[config.mk]
export PLATFORM = sky130hd
export DESIGN_NAME = nearest_palette_color_l1
export DESIGN_NICKNAME = d
export VERILOG_FILES = /design/src/rtl/npc_pkg.sv /design/src/rtl/npc_scale.sv /design/src/rtl/npc_dist.sv /design/src/rtl/npc_min.sv /design/src/rtl/nearest_palette_color_l1.sv
export SDC_FILE = /design/constraint.sdc
export NUM_CORES = 2
export LEC_CHECK = 0
export ABC_AREA = 1
export BUFFER_PORTS_ARGS = -buffer_cell sky130_fd_sc_hd__buf_4
export CORE_MARGIN = 2
export CORE_UTILIZATION = 40
export CTS_CLUSTER_DIAMETER = 200
export DETAILED_ROUTE_END_ITERATION = 6
export GPL_TIMING_DRIVEN = 1
export HOLD_SLACK_MARGIN = 0.06
export MAX_ROUTING_LAYER = met4
export PLACE_DENSITY = 0.53
export RECOVER_POWER = 25
export SYNTH_ARGS = -nofsm -noshare
export SYNTH_HDL_FRONTEND = slang
export SYNTH_HIERARCHICAL = 1
export SYNTH_SLANG_ARGS = --single-unit
[constraint.sdc]
create_clock -name clock -period 26.7 [get_ports clock]
set_clock_uncertainty 0.05 [all_clocks]
set_input_delay 1.335 -clock clock [delete_from_list [all_inputs] [get_ports clock]]
set_output_delay 1.335 -clock clock [all_outputs]
set_load 0.01 [all_outputs]
[src/rtl/npc_pkg.sv]
// types, constants, palette rom and helpers for the nearest palette color block
// no dependencies; used by every rtl module but npc_check
package npc_pkg;

   localparam int PALETTE_MAX = 32;
   localparam int CH_W        = 8;
   localparam int SCALE_W     = 8;
   localparam int IDX_W       = 5;
   localparam int DIGIT_W     = 7;
   localparam int DIST_W      = 10;
   localparam int GROUP_SIZE  = 8;
   localparam int GROUPS      = PALETTE_MAX / GROUP_SIZE;

   localparam logic [SCALE_W-1:0] SCALE_RESET = 8'd1;
   localparam logic [CH_W-1:0]    CH_MAX      = 8'd255;
   // unused palette slots carry a distance no real entry can reach
   localparam logic [DIST_W-1:0]  DIST_PAD    = 10'h3FF;
   localparam logic [IDX_W-1:0]   DECIMAL_DIGITS = 5'd10;
   localparam logic [DIGIT_W-1:0] DIGIT_ZERO  = 7'd48;   // '0'
   localparam logic [DIGIT_W-1:0] DIGIT_ALPHA = 7'd87;   // 'a' minus ten

   typedef logic [CH_W-1:0] chan_type;

   typedef struct packed {
      chan_type red;
      chan_type green;
      chan_type blue;
   } pixel_type;

   typedef struct packed {
      logic [DIST_W-1:0] distance;
      logic [IDX_W-1:0]  idx;
   } cand_type;

   typedef struct packed {
      logic [DIST_W-1:0]  best_distance;
      logic [DIGIT_W-1:0] digit_char;
      logic [IDX_W-1:0]   palette_index;
   } result_type;

   // red in the top byte, blue in the low byte
   localparam pixel_type PALETTE_ROM [PALETTE_MAX] = '{
      24'h000000, 24'hFFFFFF, 24'hAAAAAA, 24'h555555,
      24'hFED3C7, 24'hFFC4CE, 24'hFAAC8E, 24'hFF8B83,
      24'hF44336, 24'hE91E63, 24'hE2669E, 24'h9C27B0,
      24'h673AB7, 24'h3F51B5, 24'h004670, 24'h057197,
      24'h2196F3, 24'h00BCD4, 24'h3BE5DB, 24'h97FDDC,
      24'h167300, 24'h37A93C, 24'h89E642, 24'hD7FF07,
      24'hFFF6D1, 24'hF8CB8C, 24'hFFEB3B, 24'hFFC107,
      24'hFF9800, 24'hFF5722, 24'hB83F27, 24'h795548
   };

   function automatic chan_type abs_diff(input chan_type a, input chan_type b);
      return (a >= b) ? (a - b) : (b - a);
   endfunction

   function automatic logic [DIGIT_W-1:0] index_digit(input logic [IDX_W-1:0] idx);
      logic [DIGIT_W-1:0] wide;
      wide = DIGIT_W'(idx);
      return (idx < DECIMAL_DIGITS) ? (DIGIT_ZERO + wide) : (DIGIT_ALPHA + wide);
   endfunction

endpackage

[src/rtl/npc_scale.sv]
// first pipeline stage: per-channel scale multiply with saturation to 8 bits
// depends on npc_pkg
module npc_scale (
   input  logic                            clock,
   input  logic                            load,
   input  npc_pkg::pixel_type              pix_in,
   input  logic [npc_pkg::SCALE_W-1:0]     scale,
   output npc_pkg::pixel_type              pix_ff
);

   npc_pkg::pixel_type pix_in_s;

   function automatic npc_pkg::chan_type scale_sat(input npc_pkg::chan_type raw,
                                                   input logic [npc_pkg::SCALE_W-1:0] k);
      logic [npc_pkg::CH_W+npc_pkg::SCALE_W-1:0] prod;
      prod = (npc_pkg::CH_W+npc_pkg::SCALE_W)'(raw) * (npc_pkg::CH_W+npc_pkg::SCALE_W)'(k);
      return (prod > (npc_pkg::CH_W+npc_pkg::SCALE_W)'(npc_pkg::CH_MAX)) ?
             npc_pkg::CH_MAX : prod[npc_pkg::CH_W-1:0];
   endfunction

   always_comb begin
      pix_in_s.red   = scale_sat(pix_in.red, scale);
      pix_in_s.green = scale_sat(pix_in.green, scale);
      pix_in_s.blue  = scale_sat(pix_in.blue, scale);
   end

   always_ff @(posedge clock) begin
      if (load) begin
         pix_ff <= pix_in_s;
      end
   end

endmodule

[src/rtl/npc_dist.sv]
// second pipeline stage: manhattan distance to every palette entry in parallel
// depends on npc_pkg (palette rom, abs_diff)
module npc_dist #(
   parameter int PALETTE_ENTRIES = npc_pkg::PALETTE_MAX
) (
   input  logic                          clock,
   input  logic                          load,
   input  npc_pkg::pixel_type            pix,
   output logic [npc_pkg::DIST_W-1:0]    dist_ff [npc_pkg::PALETTE_MAX]
);

   for (genvar i = 0; i < npc_pkg::PALETTE_MAX; i++) begin : g_entry
      logic [npc_pkg::DIST_W-1:0] dist_in;

      if (i < PALETTE_ENTRIES) begin : g_live
         always_comb begin
            dist_in = npc_pkg::DIST_W'(npc_pkg::abs_diff(pix.red,
                                                         npc_pkg::PALETTE_ROM[i].red))
                    + npc_pkg::DIST_W'(npc_pkg::abs_diff(pix.green,
                                                         npc_pkg::PALETTE_ROM[i].green))
                    + npc_pkg::DIST_W'(npc_pkg::abs_diff(pix.blue,
                                                         npc_pkg::PALETTE_ROM[i].blue));
         end
      end else begin : g_pad
         assign dist_in = npc_pkg::DIST_PAD;
      end

      always_ff @(posedge clock) begin
         if (load) begin
            dist_ff[i] <= dist_in;
         end
      end
   end

endmodule

[src/rtl/npc_min.sv]
// third and fourth pipeline stages: lowest-index minimum over the distances
// groups of eight are scanned in stage three, the group winners in stage four
// depends on npc_pkg
module npc_min (
   input  logic                          clock,
   input  logic                          load_grp,
   input  logic                          load_out,
   input  logic [npc_pkg::DIST_W-1:0]    dist_all [npc_pkg::PALETTE_MAX],
   output npc_pkg::result_type           result_ff
);

   npc_pkg::cand_type   grp_in [npc_pkg::GROUPS];
   npc_pkg::cand_type   grp_ff [npc_pkg::GROUPS];
   npc_pkg::cand_type   best_s;
   npc_pkg::result_type result_in;

   // strict less-than keeps the earlier entry on a tie
   always_comb begin
      for (int g = 0; g < npc_pkg::GROUPS; g++) begin
         grp_in[g].distance = dist_all[g*npc_pkg::GROUP_SIZE];
         grp_in[g].idx      = npc_pkg::IDX_W'(g*npc_pkg::GROUP_SIZE);
         for (int k = 1; k < npc_pkg::GROUP_SIZE; k++) begin
            if (dist_all[g*npc_pkg::GROUP_SIZE+k] < grp_in[g].distance) begin
               grp_in[g].distance = dist_all[g*npc_pkg::GROUP_SIZE+k];
               grp_in[g].idx      = npc_pkg::IDX_W'(g*npc_pkg::GROUP_SIZE+k);
            end
         end
      end
   end

   always_ff @(posedge clock) begin
      if (load_grp) begin
         grp_ff <= grp_in;
      end
   end

   always_comb begin
      best_s = grp_ff[0];
      for (int g = 1; g < npc_pkg::GROUPS; g++) begin
         if (grp_ff[g].distance < best_s.distance) begin
            best_s = grp_ff[g];
         end
      end
      result_in.best_distance = best_s.distance;
      result_in.palette_index = best_s.idx;
      result_in.digit_char    = npc_pkg::index_digit(best_s.idx);
   end

   always_ff @(posedge clock) begin
      if (load_out) begin
         result_ff <= result_in;
      end
   end

endmodule

[src/rtl/nearest_palette_color_l1.sv]
// nearest palette color, manhattan distance, four-stage pipeline
// req_* carries one rgb pixel a beat, rsp_* one result a beat; csr_* writes the
// channel scale (multiplier, normally 256 / (maxval + 1)); csr_ready is always high.
// each channel is scaled and clamped to 255, then compared against a fixed
// 32-color rom; the nearest entry wins, the lowest index on a tie.
// stages: scale multiply, parallel distances, scan of groups of eight,
// scan of four group winners into the output register.
// a pixel accepted into the scale register moves on through the distance,
// group and output registers and then shows its result on rsp_tvalid. throughput:
// one beat per cycle while the receiver keeps taking results, set by the pipeline
// having a register per stage and a valid bit traveling with each.
// when the receiver stalls, each stage holds once the stage ahead is full;
// req_tready drops only when every stage holds a beat. nothing is dropped.
// reset clears all valid bits and sets the scale to one. the scale may be
// written only when the pipeline is empty.
// depends on npc_pkg, npc_scale, npc_dist, npc_min
module nearest_palette_color_l1 #(
   parameter int PALETTE_ENTRIES = npc_pkg::PALETTE_MAX
) (
   input  logic        clock,
   input  logic        reset,
   input  logic        req_tvalid,
   output logic        req_tready,
   input  logic [23:0] req_tdata,   // red[7:0], green[15:8], blue[23:16]
   output logic        rsp_tvalid,
   input  logic        rsp_tready,
   output logic [23:0] rsp_tdata,   // palette_index[4:0], digit_char[11:5],
                                    // best_distance[21:12], zero[23:22]
   input  logic        csr_valid,
   output logic        csr_ready,
   input  logic [7:0]  csr_wdata    // channel_scale
);

   logic [npc_pkg::SCALE_W-1:0] scale_ff;
   logic                        s1_valid_ff, s2_valid_ff, s3_valid_ff, s4_valid_ff;
   logic                        s1_ready, s2_ready, s3_ready, s4_ready;
   npc_pkg::pixel_type          pix_in;
   npc_pkg::pixel_type          scaled_ff;
   logic [npc_pkg::DIST_W-1:0]  dist_ff [npc_pkg::PALETTE_MAX];
   npc_pkg::result_type         result_ff;

   assign csr_ready = 1'b1;

   always_ff @(posedge clock) begin
      if (reset) begin
         scale_ff <= npc_pkg::SCALE_RESET;
      end else if (csr_valid) begin
         scale_ff <= csr_wdata;
      end
   end

   // a stage loads when it is empty or its beat moves on
   assign s4_ready = !s4_valid_ff || rsp_tready;
   assign s3_ready = !s3_valid_ff || s4_ready;
   assign s2_ready = !s2_valid_ff || s3_ready;
   assign s1_ready = !s1_valid_ff || s2_ready;
   assign req_tready = s1_ready;

   always_ff @(posedge clock) begin
      if (reset) begin
         s1_valid_ff <= 1'b0;
         s2_valid_ff <= 1'b0;
         s3_valid_ff <= 1'b0;
         s4_valid_ff <= 1'b0;
      end else begin
         if (s1_ready) s1_valid_ff <= req_tvalid;
         if (s2_ready) s2_valid_ff <= s1_valid_ff;
         if (s3_ready) s3_valid_ff <= s2_valid_ff;
         if (s4_ready) s4_valid_ff <= s3_valid_ff;
      end
   end

   always_comb begin
      pix_in.red   = req_tdata[7:0];
      pix_in.green = req_tdata[15:8];
      pix_in.blue  = req_tdata[23:16];
   end

   npc_scale u_scale (
      .clock  (clock),
      .load   (s1_ready),
      .pix_in (pix_in),
      .scale  (scale_ff),
      .pix_ff (scaled_ff)
   );

   npc_dist #(
      .PALETTE_ENTRIES (PALETTE_ENTRIES)
   ) u_dist (
      .clock   (clock),
      .load    (s2_ready),
      .pix     (scaled_ff),
      .dist_ff (dist_ff)
   );

   npc_min u_min (
      .clock     (clock),
      .load_grp  (s3_ready),
      .load_out  (s4_ready),
      .dist_all  (dist_ff),
      .result_ff (result_ff)
   );

   assign rsp_tvalid = s4_valid_ff;
   assign rsp_tdata  = {2'b00, result_ff.best_distance, result_ff.digit_char,
                        result_ff.palette_index};

endmodule

==> qor.yml <==
die_x_um: 403.0
totalWireLength_mm: 311.9
grt_pass1_vias: 58210
path_clk_slew_ns: 0.06
violations: "max-capacitance violations, max-slew violations"
final_net_count: 10110
initial_core_util_pct: 40.26
wl_met2_mm: 132.5
slew-limit-headroom_pct: -161.5
dpl.hpwl_mm: 257.3
cts_resized: 0
grt_pass1_wl_mm: 433.8
drive_gt1_share_pct: 5.797
drc: 0
tightest_slew_ns: 3.923
drtPass1Iterations: 7
cp.required_ns: 27.05
synth_warnings: 6
dieHeight_um: 403.0
end_kind: "flip-flop"
final_common_cell: "nand2_1"
cts_num_sinks: 418
cap_viol_max_count: 7
final_cell_mix: "nand2_1 (2836), inv_1 (1452), o21ai_0 (769), ha_1 (675), nand3_1 (603)"
gp_congestion: 1.140
die-area_um2: 162400
status: "finished with violations"
clk-insertion-delay-late_ns: 0.67
viasPerCell: 5.555
yosysUniqueCellTypes: 60
fmax_mhz: 83.17
synth-edff-count: 406
antenna_found_initial: 28
cts_max_level: 2
synthCells: 9092
cpLargestDelayFamily: "simple AND/OR/NAND/NOR gates"
period_needed_ns: 12.02
startpoint_type: "flip-flop"
clock_path_buffers: 3
dr_wl_met3_mm: 31.57
cts_tree: "done"
rsz0062_at_grt: "no"
vias: 61950
area_growth_pct: 6.356
cp_slowest_stage_delay_ns: 0.88
cts_hold_buf: 0
worstPathMaxFanout: 21
cts_made_buffers: 51
ant_nets: 0
yosysSeqAreaShare_pct: 19.52
overflow: 0
period_share_pct: 45.03
path_buf_inv: 8
min_path_type: "reg -> reg"
fin_area_um2: 67730
async_flop_share_pct: 0
syn_area_per_cell_um2: 7.004
crit_type: "reg -> reg"
final_cells: 11150
fp-row-count: 146
top_layer: "met4"
cp_slowest_cell: "a2111oi_2"
ys_seq_elements: 418
wl_per_cell_um: 27.97
arrival_ns: 12.37
dr.first_iter.drc_count: 7373
hold_viol_final: 0
io_buffers: 60
cts_setup_buffers: 0
hold_ws_ns: 0.4000
io_pins: 64
root_buffer: "clkbuf_16"
dp.cells: 11030
syn-cell-area_um2: 63680
final-setup-viol-count: 0
drt-met1-wl_mm: 128.1
setup_tns_ns: 0
core_um2: 158200
placed_cell_area_um2: 66020
drv_slew: 188
grt_use_total_pct: 38.91
grt_max_degree: 77
cpMostUsedCell: "nand2_1"
ys.flop_type: "edfxtp_1"
r2r_slack_ns: 14.68
## registers in the layout, indices dropped and copies added, names as in the netlist
signal / cells
s1_valid_ff: 1
s2_valid_ff: 1
u_scale/pix_ff: 24
u_dist/dist_ff: 308
scale_ff: 8
u_min/result_ff: 22
rsp_tvalid: 1
u_min/grp_ff: 52
s3_valid_ff: 1
## tightest hold or removal path, delay by kind of cell (launching register included)
kind,cells,cell delay [ns]
buffers and inverters,1,0.04
AO/OA/AOI/OAI,1,0.05
flip-flops,1,0.31
## cells in the mapped netlist (12+ instances only)
cell type | count | area (µm²)
a21oi_1 | 351 | 1757
nand3b_1 | 19 | 142.6
xor2_1 | 299 | 2619
nand4_1 | 83 | 519.3
nand2_1 | 2837 | 10650
nand3_2 | 20 | 200.2
edfxtp_1 | 406 | 12190
buf_2 | 130 | 650.6
o21ai_1 | 68 | 340.3
dfxtp_1 | 12 | 240.2
nor2_4 | 27 | 304.0
inv_1 | 1460 | 5480
buf_4 | 65 | 488.0
o21bai_1 | 39 | 292.8
clkbuf_1 | 90 | 337.8
buf_6 | 25 | 281.5
nor3_1 | 21 | 105.1
a21oi_2 | 16 | 140.1
o211ai_1 | 18 | 135.1
nand2_2 | 67 | 419.2
fa_1 | 386 | 7727
o21ai_0 | 783 | 3919
nand3_1 | 602 | 3013
xnor2_1 | 43 | 376.6
a31oi_1 | 22 | 137.6
inv_2 | 34 | 127.6
clkbuf_2 | 15 | 75.07
a21o_1 | 51 | 382.9
nor2_2 | 32 | 200.2
nor2_1 | 298 | 1119
ha_1 | 676 | 8458
## metal layers
metal | vias to the layer above | track usage (%)
met5 | - | -
met3 | 643 | 9.794
met2 | 2899 | 56.92
met1 | 29550 | 49.33
met4 | 0 | 20.64
li1 | 28870 | -
## layout make-up
type	instances	area [µm²]
Antenna cell	23	57.56
Clock buffer	57	1309
Clock inverter	38	419.2
Fill cell	16550	90470
Inverter	1502	5645
Multi-Input combinational cell	6838	43790
Sequential cell	418	12430
Tap cell	2072	2592
Timing Repair Buffer	204	1483
## final timing paths
path                            cells after the start                          start                    endpoint
worst max register to register                     69  u_dist/dist_ff[145]$_DFFE_PP_  u_min/grp_ff[23]$_DFFE_PP_
worst min-delay path                                2       s1_valid_ff$_SDFFE_PP0P_    s2_valid_ff$_SDFFE_PP0P_
worst max-delay path                               69  u_dist/dist_ff[145]$_DFFE_PP_  u_min/grp_ff[23]$_DFFE_PP_
worst min register to register                      2       s1_valid_ff$_SDFFE_PP0P_    s2_valid_ff$_SDFFE_PP0P_
## stage by stage
| stage | worst slack (ns) | utilization (%) |
|---|---|---|
| 6_report | 14.68 | 42.81 |
| 4_1_cts | 14.80 | 42.82 |
| 3_3_place_gp | 15.31 | 41.73 |
| 2_1_floorplan | 16.93 | - |
| 3_5_place_dp | 14.85 | 41.73 |
| 5_1_grt | 13.30 | 42.80 |
## cell families after synthesis
kind of cell	after synthesis	share of synthesized area, %
simple gates	4037	26.71
buf+inv	1837	11.80
compound gates	1389	11.75
fa+ha+maj	1062	25.42
flops	418	19.52
xor+xnor	343	4.729
other cells	3	0.01768
mux	3	0.05304
Power is not shown: default switching activity piles up to over one toggle a cycle in this logic, so the estimate is an artifact.
